==> config.mk <==
export PLATFORM = sky130hd
export DESIGN_NAME = base64_stream_encoder
export DESIGN_NICKNAME = d
export VERILOG_FILES = /design/src/hw/rtl/b64e_pkg.sv /design/src/hw/rtl/base64_stream_encoder.sv /design/src/hw/rtl/b64e_front.sv /design/src/hw/rtl/b64e_queue.sv /design/src/hw/rtl/b64e_back.sv
export SDC_FILE = /design/constraint.sdc
export NUM_CORES = 1
export LEC_CHECK = 0
export BUFFER_PORTS_ARGS = -buffer_cell sky130_fd_sc_hd__clkbuf_2
export CORE_MARGIN = 2
export CORE_UTILIZATION = 60
export CTS_CLUSTER_DIAMETER = 80
export DETAILED_ROUTE_END_ITERATION = 10
export GPL_TIMING_DRIVEN = 0
export HOLD_SLACK_MARGIN = 0.05
export PLACE_DENSITY = 0.79
export RECOVER_POWER = 100
export SLEW_MARGIN = 20
export SYNTH_ARGS = -nofsm -noshare
export SYNTH_HDL_FRONTEND = slang
export SYNTH_SLANG_ARGS = --single-unit
==> constraint.sdc <==
create_clock -name clk -period 3.55 [get_ports clk]
set_input_delay 0.1775 -clock clk [delete_from_list [all_inputs] [get_ports clk]]
set_output_delay 0.1775 -clock clk [all_outputs]
set_load 0.01 [all_outputs]
==> src/hw/rtl/b64e_pkg.sv <==
// ----------------------------------------------------------------------------
// b64e_pkg
// Shared types, constants and the index-to-character map of the base64
// stream encoder.
// ----------------------------------------------------------------------------
package b64e_pkg;

  localparam int unsigned CFG_IDX_W = 2;
  localparam int unsigned Q_DEPTH   = 4;
  localparam int unsigned Q_PTR_W   = $clog2(Q_DEPTH);

  localparam logic [CFG_IDX_W-1:0] CFG_URL_ALPHABET = CFG_IDX_W'(0);
  localparam logic [CFG_IDX_W-1:0] CFG_PAD_ENABLE   = CFG_IDX_W'(1);

  localparam logic [6:0] PAD_CHAR = 7'h3D;

  // one queued character: a 6-bit index or a pad
  typedef struct packed {
    logic       pad;
    logic [5:0] idx;
  } b64e_code_t;

  // all characters one byte causes
  typedef struct packed {
    b64e_code_t [3:0] codes;
    logic [1:0]       last_pos;
    logic             msg_last;
  } b64e_entry_t;

  typedef struct packed {
    logic full;
    logic empty;
  } b64e_q_status_t;

  function automatic logic [6:0] map_index(input logic [5:0] idx, input logic url);
    logic [6:0] ch;
    if (idx < 6'd26) begin
      ch = 7'h41 + {1'b0, idx};
    end else if (idx < 6'd52) begin
      ch = 7'h61 + {1'b0, idx} - 7'd26;
    end else if (idx < 6'd62) begin
      ch = 7'h30 + {1'b0, idx} - 7'd52;
    end else if (idx == 6'd62) begin
      ch = url ? 7'h2D : 7'h2B;
    end else begin
      ch = url ? 7'h5F : 7'h2F;
    end
    return ch;
  endfunction

endpackage

==> src/hw/rtl/base64_stream_encoder.sv <==
// ----------------------------------------------------------------------------
// base64_stream_encoder
// Base64 encoder for a byte stream, standard or URL-safe alphabet, optional
// padding; config registers, front classifier, entry queue and char back end.
// ----------------------------------------------------------------------------
// Path: an accepted byte is written to the entry queue, then to the current-entry
//   register cur_r, and its characters leave through the output register.
// Throughput: one character per cycle while out_stall is low, set by the single output register;
//   a byte every cycle for bursts of one-char bytes, 4 chars per 3 bytes.
// Reset: synchronous, active low; clears phase, leftover bits, queue and
//   output valid; url_alphabet resets to 0 and pad_enable to 1.
module base64_stream_encoder (
  input  logic                           clk,
  input  logic                           rst_n,
  input  logic                           in_valid,
  output logic                           in_stall,
  input  logic [7:0]                     in_data_byte,
  input  logic                           in_last_byte,
  output logic                           out_valid,
  input  logic                           out_stall,
  output logic [6:0]                     out_char,
  output logic                           out_last,
  input  logic                           cfg_valid,
  output logic                           cfg_ready,
  input  logic [b64e_pkg::CFG_IDX_W-1:0] cfg_index,
  input  logic                           cfg_data
);
  import b64e_pkg::*;

  logic           url_alphabet_r;
  logic           pad_enable_r;
  logic           q_push, q_pop;
  b64e_entry_t    push_entry, pop_entry;
  b64e_q_status_t q_status;

  assign cfg_ready = 1'b1;

  // write config; unknown indexes drop
  always_ff @(posedge clk) begin
    if (!rst_n) begin
      url_alphabet_r <= 1'b0;
      pad_enable_r   <= 1'b1;
    end else if (cfg_valid && cfg_ready) begin
      unique case (cfg_index)
        CFG_URL_ALPHABET: url_alphabet_r <= cfg_data;
        CFG_PAD_ENABLE:   pad_enable_r   <= cfg_data;
        default: ;
      endcase
    end
  end

  b64e_front u_front (
    .clk          (clk),
    .rst_n        (rst_n),
    .in_valid     (in_valid),
    .in_stall     (in_stall),
    .in_data_byte (in_data_byte),
    .in_last_byte (in_last_byte),
    .pad_enable   (pad_enable_r),
    .q_status     (q_status),
    .q_push       (q_push),
    .q_entry      (push_entry)
  );

  b64e_queue u_queue (
    .clk        (clk),
    .rst_n      (rst_n),
    .push       (q_push),
    .push_entry (push_entry),
    .pop        (q_pop),
    .pop_entry  (pop_entry),
    .status     (q_status)
  );

  b64e_back u_back (
    .clk          (clk),
    .rst_n        (rst_n),
    .url_alphabet (url_alphabet_r),
    .q_status     (q_status),
    .q_entry      (pop_entry),
    .q_pop        (q_pop),
    .out_valid    (out_valid),
    .out_stall    (out_stall),
    .out_char     (out_char),
    .out_last     (out_last)
  );

endmodule

==> src/hw/rtl/b64e_front.sv <==
// ----------------------------------------------------------------------------
// b64e_front
// Accepts message bytes, tracks the byte phase and leftover bits, and turns
// each byte into a queue entry of up to four character codes.
// ----------------------------------------------------------------------------
module b64e_front (
  input  logic                 clk,
  input  logic                 rst_n,
  input  logic                 in_valid,
  output logic                 in_stall,
  input  logic [7:0]           in_data_byte,
  input  logic                 in_last_byte,
  input  logic                 pad_enable,
  input  b64e_pkg::b64e_q_status_t q_status,
  output logic                 q_push,
  output b64e_pkg::b64e_entry_t q_entry
);
  import b64e_pkg::*;

  logic [1:0] phase_r, phase_nxt;
  logic [3:0] left_r, left_nxt;

  assign in_stall = q_status.full;
  assign q_push   = in_valid && !q_status.full;

  always_comb begin
    q_entry          = '0;
    q_entry.msg_last = in_last_byte;
    phase_nxt        = phase_r;
    left_nxt         = left_r;
    case (phase_r)
      2'd1: begin
        q_entry.codes[0].idx = {left_r[1:0], in_data_byte[7:4]};
        q_entry.codes[1].idx = {in_data_byte[3:0], 2'b00};
        q_entry.codes[2].pad = 1'b1;
        q_entry.last_pos     = in_last_byte ? (pad_enable ? 2'd2 : 2'd1) : 2'd0;
        phase_nxt            = 2'd2;
        left_nxt             = in_data_byte[3:0];
      end
      2'd2: begin
        q_entry.codes[0].idx = {left_r, in_data_byte[7:6]};
        q_entry.codes[1].idx = in_data_byte[5:0];
        q_entry.last_pos     = 2'd1;
        phase_nxt            = 2'd0;
        left_nxt             = 4'd0;
      end
      default: begin
        q_entry.codes[0].idx = in_data_byte[7:2];
        q_entry.codes[1].idx = {in_data_byte[1:0], 4'b0000};
        q_entry.codes[2].pad = 1'b1;
        q_entry.codes[3].pad = 1'b1;
        q_entry.last_pos     = in_last_byte ? (pad_enable ? 2'd3 : 2'd1) : 2'd0;
        phase_nxt            = 2'd1;
        left_nxt             = {2'b00, in_data_byte[1:0]};
      end
    endcase
    // end of message: start the next one on a fresh group
    if (in_last_byte) begin
      phase_nxt = 2'd0;
      left_nxt  = 4'd0;
    end
  end

  always_ff @(posedge clk) begin
    if (!rst_n) begin
      phase_r <= 2'd0;
      left_r  <= 4'd0;
    end else if (q_push) begin
      phase_r <= phase_nxt;
      left_r  <= left_nxt;
    end
  end

endmodule

==> src/hw/rtl/b64e_queue.sv <==
// ----------------------------------------------------------------------------
// b64e_queue
// Short FIFO of byte entries between the front and the back.
// ----------------------------------------------------------------------------
module b64e_queue (
  input  logic                    clk,
  input  logic                    rst_n,
  input  logic                    push,
  input  b64e_pkg::b64e_entry_t   push_entry,
  input  logic                    pop,
  output b64e_pkg::b64e_entry_t   pop_entry,
  output b64e_pkg::b64e_q_status_t status
);
  import b64e_pkg::*;

  b64e_entry_t        mem_r [Q_DEPTH];
  logic [Q_PTR_W-1:0] wr_ptr_r, rd_ptr_r;
  logic [Q_PTR_W:0]   cnt_r;

  assign status.full  = (cnt_r == (Q_PTR_W+1)'(Q_DEPTH));
  assign status.empty = (cnt_r == '0);
  assign pop_entry    = mem_r[rd_ptr_r];

  always_ff @(posedge clk) begin
    if (push) begin
      mem_r[wr_ptr_r] <= push_entry;
    end
  end

  always_ff @(posedge clk) begin
    if (!rst_n) begin
      wr_ptr_r <= '0;
      rd_ptr_r <= '0;
      cnt_r    <= '0;
    end else begin
      if (push) begin
        wr_ptr_r <= wr_ptr_r + 1'b1;
      end
      if (pop) begin
        rd_ptr_r <= rd_ptr_r + 1'b1;
      end
      if (push && !pop) begin
        cnt_r <= cnt_r + 1'b1;
      end else if (pop && !push) begin
        cnt_r <= cnt_r - 1'b1;
      end
    end
  end

endmodule

==> src/hw/rtl/b64e_back.sv <==
// ----------------------------------------------------------------------------
// b64e_back
// Takes byte entries from the queue and emits one character per cycle,
// unless out_stall holds it, through the output register.
// ----------------------------------------------------------------------------
module b64e_back (
  input  logic                     clk,
  input  logic                     rst_n,
  input  logic                     url_alphabet,
  input  b64e_pkg::b64e_q_status_t q_status,
  input  b64e_pkg::b64e_entry_t    q_entry,
  output logic                     q_pop,
  output logic                     out_valid,
  input  logic                     out_stall,
  output logic [6:0]               out_char,
  output logic                     out_last
);
  import b64e_pkg::*;

  b64e_entry_t cur_r;
  logic        cur_valid_r;
  logic [1:0]  pos_r;
  logic        out_valid_r;
  logic [6:0]  out_char_r, char_nxt;
  logic        out_last_r;
  logic        can_load, adv, fin;
  b64e_code_t  code;

  assign can_load = !out_valid_r || !out_stall;
  assign adv      = cur_valid_r && can_load;
  assign fin      = adv && (pos_r == cur_r.last_pos);
  assign q_pop    = !q_status.empty && (!cur_valid_r || fin);

  assign code     = cur_r.codes[pos_r];
  assign char_nxt = code.pad ? PAD_CHAR : map_index(code.idx, url_alphabet);

  always_ff @(posedge clk) begin
    if (q_pop) begin
      cur_r <= q_entry;
    end
    if (adv) begin
      out_char_r <= char_nxt;
      out_last_r <= cur_r.msg_last && (pos_r == cur_r.last_pos);
    end
  end

  always_ff @(posedge clk) begin
    if (!rst_n) begin
      cur_valid_r <= 1'b0;
      pos_r       <= 2'd0;
      out_valid_r <= 1'b0;
    end else begin
      if (q_pop) begin
        cur_valid_r <= 1'b1;
        pos_r       <= 2'd0;
      end else begin
        if (fin) begin
          cur_valid_r <= 1'b0;
        end
        if (adv) begin
          pos_r <= pos_r + 1'b1;
        end
      end
      if (adv) begin
        out_valid_r <= 1'b1;
      end else if (can_load) begin
        out_valid_r <= 1'b0;
      end
    end
  end

  assign out_valid = out_valid_r;
  assign out_char  = out_char_r;
  assign out_last  = out_last_r;

  a_pos_in_range: assert property (@(posedge clk) disable iff (!rst_n)
    cur_valid_r |-> (pos_r <= cur_r.last_pos))
    else $error("character position past end of entry");

  a_first_not_pad: assert property (@(posedge clk) disable iff (!rst_n)
    (adv && pos_r == 2'd0) |=> (out_char_r != PAD_CHAR))
    else $error("pad emitted as first character of a byte");

  a_reset_idle: assert property (@(posedge clk)
    $rose(rst_n) |-> (!out_valid_r && !cur_valid_r))
    else $error("output not idle after reset");

endmodule
==> results.cfg, run 1 <==
[placement]
hpwl_mm = 6.50
gp_congestion = 0.821
port_buffers = 26
place_inst = 487

[global_route]
grt_max_degree = 20
antenna_found_initial = 0
grt_overflow = 0
grt_pass1_wl_mm = 14.6
grt_pass1_vias = 2893
grt.total_usage_pct = 21.6

[die]
rows = 33
die-area_sq_um = 9240
io-pin-count = 28
die_x_microns = 96.1
die_height_microns = 96.1
start_util_pct = 62.0
core-area_sq_um = 8220

[sta]
setup_viol = 0
slew_viol_final = 0
setup_tns_ns = 0
rsz0062_at_grt = no
hold_violations = 0
tightest_slew_ns = 1.26
max_freq_mhz = 340
finalCriticalPeriod_ns = 2.94
timing.final.crit_share_pct = 83.0
fin_hold_ws_ns = 0.115
clock_skew_ns = 0.0115
maxSlewHeadroom_pct = 16.0

[power]
ir_drop_mv = 0.350
total_power_mw = 4.35
cellLeakagePower_nw = 1.82
p_per_area_nw_per_um2 = 787

[drt]
drc = 0
antenna_violating_nets_post_route = 0
drt-wirelength-per-cell_microns = 17.9
drtPass1Iterations = 5
viasPerCell = 5.82
routed_wirelength_mm = 9.02
drt_iter0_markers = 152
vias = 2934

[logic_synthesis]
ys_ff_latch = 112
seq_area_frac_synth_pct = 62.3
synth_top_area_share_pct = 54.8
ys_warn_count = 0
async_flop_share_pct = 0
synth_edf_count = 93
synth.distinct_cells = 56
syn_nets = 387
synth_top_area_cell = edfxtp_1
synth_area_leaders = edfxtp_1 (55%), mux4_2 (7.5%), dfxtp_1 (7.5%)
avgSynthCellArea_sq_um = 14.3
yosysMostFrequentCell = edfxtp_1
syn_inst = 356
syn_area_sq_um = 5090
synth-main-ff-cell = edfxtp_1
yosys-top-cells-count = edfxtp_1 (93), nand2_1 (30), dfxtp_1 (19)

[worst_setup_path]
path_max_fanout = 10
setup.worst_path.start = u_back.pos_r[0]
arrival_ns = 3.06
r2r_start = u_back.pos_r[0]
worstSetupPathType = flip-flop to flip-flop
crit_path_start_kind = flip-flop
end_kind = flip-flop
cp.required_ns = 3.67

[cts]
cts-root-buf = clkbuf_8
cts.sinks = 112
clockBufferDepth = 2
cts_resized = 0
clkSlewWorstSetupHoldPaths_ns = 0.10
insertion_delay_ns = 0.37
cts_max_level = 3
cts_setup_buffers = 0
numCtsBuffers = 9
cts_tree = built

[final_layout]
drive_gt1_share_pct = 16.8
syn2layout_area_growth_pct = 8.62
nNetsFinal = 425
layout.cells.non_filler = 504
antenna_cells = 0

[hold_path]
hp-start = in_data_byte[0]
hold_class = input pin to flip-flop

[status]
outcome = complete, no violations

[job]
drv_cap = 0
==> stage by stage <==
stage / cell area, sq um / worst slack, ns / utilization [%]
after floorplan: 5090 / 1.24 / -
after global placement: 5360 / 1.10 / 65.2
after detailed placement: 5360 / 1.01 / 65.2
after CTS: 5570 / 0.982 / 67.7
after global routing: 5530 / 0.362 / 67.3
final: 5530 / 0.605 / 67.3
==> registers in the layout, indices dropped and copies added, names as in the netlist <==
| name | cells |
|---|---|
| u_queue.mem_r | 68 |
| u_back.cur_r | 17 |
| u_back.out_char | 7 |
| u_front.left_r | 4 |
| u_queue.cnt_r | 3 |
| u_back.pos_r | 2 |
| u_front.phase_r | 2 |
| u_queue.rd_ptr_r | 2 |
| u_queue.wr_ptr_r | 2 |
| pad_enable_r | 1 |
| u_back.cur_valid_r | 1 |
| u_back.out_last | 1 |
| u_back.out_valid | 1 |
| url_alphabet_r | 1 |
==> report_power, final <==
group          total, mW  leakage, nW  switching [mW]  internal, mW
registers           1.96        0.988           0.138          1.82
clock network      0.764       0.0987           0.430         0.334
logic               1.63        0.730           0.945         0.684
total               4.35         1.82            1.51          2.84
==> area by class of cell <==
| class | count | area (sq um) |
|---|---|---|
| Inverter | 14 | 52.6 |
| Timing Repair Buffer | 27 | 125 |
| Tap cell | 105 | 131 |
| Multi-Input combinational cell | 214 | 1780 |
| Clock buffer | 9 | 124 |
| Clock inverter | 7 | 76.3 |
| Buffer | 16 | 73.8 |
| Fill cell | 585 | 2680 |
| Sequential cell | 112 | 3170 |
==> cells by family after synthesis <==
group	count (synthesis)	synth area share, %
and+or+nand+nor	100	10.8
buffers and inverters	30	2.73
adders and majority gates	14	3.59
muxes	28	9.78
AOI/OAI and AO/OA	58	8.55
other	1	0.0736
xor gates and xnor gates	13	2.24
DFF	112	62.3
==> worst max-delay path, stage by stage, from the launching register on <==
cell      delay (ns)
dfxtp_1         0.37
clkbuf_1        0.46
mux2i_1         0.25
nor2_2          0.34
inv_1           0.11
ha_1            0.28
a211oi_4        0.42
nand2_1         0.13
a21oi_1         0.19
o221ai_1        0.14
==> final timing paths <==
path	endpoint	slack [ns]	cells past startpoint
max	u_back.out_char[4]	0.61	9
min	u_front.left_r[0]	0.12	3
max reg2reg	u_back.out_char[4]	0.61	9
min reg2reg	u_front.left_r[3]	0.47	2
==> placed cells by master, fill, tap and decap left out, types with 5 or more instances in the layout <==
| master | count |
|---|---|
| a22oi_1 | 10 |
| dfxtp_1 | 19 |
| o21ai_0 | 12 |
| nor3b_1 | 5 |
| mux4_2 | 17 |
| xnor2_1 | 8 |
| xor2_1 | 5 |
| nand3_1 | 10 |
| mux2i_1 | 9 |
| nand3b_1 | 6 |
| nor2_2 | 5 |
| clkbuf_2 | 14 |
| nand2_1 | 30 |
| and2_0 | 9 |
| clkbuf_1 | 24 |
| a21oi_1 | 5 |
| edfxtp_1 | 93 |
| clkbuf_8 | 9 |
| a21boi_0 | 9 |
| nor3_1 | 7 |
| inv_1 | 14 |
| nor2_1 | 9 |
| ha_1 | 13 |
==> metal layers <==
layer / GRT usage [%] / vias to the layer above / wire length (microns)
li1: - / 1410 / -
met1: 28.3 / 1430 / 3890
met2: 36.4 / 82 / 4650
met3: 3.45 / 12 / 383
met4: 8.33 / 0 / 104
met5: 0 / - / 0
==> timing repair <==
action                                  in CTS  in global routing
endpoints found under the setup margin       0                  0
hold endpoints to repair                     1                  0
hold buffers                                 1                  0
Note: power is estimated with default switching activity, not from simulation.
==> run 2: changes to the inputs <==
--- a/config.mk
+++ b/config.mk
@@ -7,12 +7,12 @@
 export LEC_CHECK = 0
 export BUFFER_PORTS_ARGS = -buffer_cell sky130_fd_sc_hd__clkbuf_2
 export CORE_MARGIN = 2
-export CORE_UTILIZATION = 60
+export CORE_UTILIZATION = 55
 export CTS_CLUSTER_DIAMETER = 80
 export DETAILED_ROUTE_END_ITERATION = 10
 export GPL_TIMING_DRIVEN = 0
 export HOLD_SLACK_MARGIN = 0.05
-export PLACE_DENSITY = 0.79
+export PLACE_DENSITY = 0.76
 export RECOVER_POWER = 100
 export SLEW_MARGIN = 20
 export SYNTH_ARGS = -nofsm -noshare
==> constraint.sdc (replaced) <==
create_clock -name clk -period 2.7 [get_ports clk]
set_input_delay 0.135 -clock clk [delete_from_list [all_inputs] [get_ports clk]]
set_output_delay 0.135 -clock clk [all_outputs]
set_load 0.01 [all_outputs]
==> results.cfg, run 2 (same netlist as run 1, synthesis figures left out) <==
[global_route]
antenna_found_initial = 0
grt.total_usage_pct = 18.7
grt_pass1_vias = 2853
grt_max_degree = 22
grt_overflow = 0
grt_pass1_wl_mm = 14.2

[sta]
setup_tns_ns = 0
max_freq_mhz = 396
tightest_slew_ns = 1.19
setup_viol = 0
timing.final.crit_share_pct = 93.6
slew_viol_final = 0
finalCriticalPeriod_ns = 2.53
maxSlewHeadroom_pct = 20.7
rsz0062_at_grt = no
hold_violations = 0
clock_skew_ns = 0.0152
fin_hold_ws_ns = 0.107

[cts]
cts_max_level = 3
cts_tree = built
clkSlewWorstSetupHoldPaths_ns = 0.11
insertion_delay_ns = 0.37
cts.sinks = 112
cts-root-buf = clkbuf_8
clockBufferDepth = 2
numCtsBuffers = 9
cts_setup_buffers = 0

[die]
rows = 35
start_util_pct = 55.9
die_x_microns = 100
die_height_microns = 100
die-area_sq_um = 10000
io-pin-count = 28
core-area_sq_um = 9110

[placement]
hpwl_mm = 6.24
gp_congestion = 0.835
port_buffers = 26
place_inst = 493

[worst_setup_path]
path_max_fanout = 10
end_kind = flip-flop
cp.required_ns = 2.82
crit_path_start_kind = flip-flop
arrival_ns = 2.65
worstSetupPathType = flip-flop to flip-flop

[drt]
drt_iter0_markers = 110
viasPerCell = 5.67
drtPass1Iterations = 4
drc = 0
routed_wirelength_mm = 8.75
drt-wirelength-per-cell_microns = 17.1
vias = 2911
antenna_violating_nets_post_route = 0

[final_layout]
final_common_cell = edfxtp_1
layout_common_cells = edfxtp_1 (93), nand2_1 (30), clkbuf_1 (20)
largest_reg_flops = 68
layout.cells.non_filler = 513
regMostFlops = u_queue.mem_r
antenna_cells = 0
nNetsFinal = 428
drive_gt1_share_pct = 18.7
syn2layout_area_growth_pct = 9.75

[job]
drv_cap = 0

[power]
p_per_area_nw_per_um2 = 1020
cellLeakagePower_nw = 1.85
ir_drop_mv = 0.360

[status]
outcome = complete, no violations

[hold_path]
hold_class = input pin to flip-flop
==> run 2: cell types whose count changed in the layout (fill, tap and decap cells not counted), moves of 2 or more <==
cell,change
and2_0,-4
and2_1,+4
clkbuf_1,-4
dlygate4sd3_1,+4
dfxtp_1,-2
dfxtp_2,+2
inv_6,-2
inv_8,+2
==> run 2: through the flow <==
stage	util (%)	total power [mW]	instance area [sq um]	worst slack (ns)
floorplan	-	4.27	5090	0.393
finish	61.4	5.69	5590	0.172
global route	61.4	6.07	5590	0.0119
detailed placement	58.9	4.79	5360	0.162
global placement	58.9	4.71	5360	0.211
CTS	61.6	5.75	5610	0.135
==> run 2: cell type report <==
| cell class | instances | area, sq um |
|---|---|---|
| clock buffer | 9 | 124 |
| timing repair buffer | 31 | 165 |
| inverter | 14 | 52.6 |
| multi-input combinational | 214 | 1780 |
| sequential | 112 | 3180 |
| fill | 687 | 3520 |
| tap | 111 | 139 |
| buffer | 15 | 80.1 |
| clock inverter | 7 | 72.6 |
==> run 2: worst paths after layout <==
| check | start | to | slack [ns] | cells after the start |
|---|---|---|---|---|
| max reg2reg | u_back.pos_r[1] | u_back.out_char[4] | 0.17 | 9 |
| min reg2reg | u_front.left_r[3] | u_front.left_r[3] | 0.47 | 2 |
| max | u_back.pos_r[1] | u_back.out_char[4] | 0.17 | 9 |
| min | cfg_valid | pad_enable_r | 0.11 | 4 |
==> run 2: critical path, stage by stage (launching register included) <==
cell and delay (ns):
dfxtp_1 0.37, buf_2 0.23, buf_2 0.22, nor2_2 0.26
inv_1 0.07, ha_1 0.25, a211oi_4 0.43, nand2_1 0.15
a21oi_1 0.17, o221ai_1 0.13
==> run 2: power by group <==
part           switching (mW)  internal [mW]
Sequential              0.172           2.39
Combinational            1.24          0.921
Clock                   0.602          0.365
==> run 2: per-layer routing <==
metal	wire length, microns	up-vias	part of all wire (%)	global-route usage (%)
met3	370	9	4.2	3.27
met2	4380	66	50	31.2
met1	3900	1419	45	25.1
li1	-	1417	-	-
met5	0	-	0	0
met4	99	0	1.1	6.11
==> run 2: timing repair <==
action,CTS,global route
setup endpoints to repair,0,1
hold buffers,5,0
endpoints found under the hold margin,6,0
resized for setup,0,2
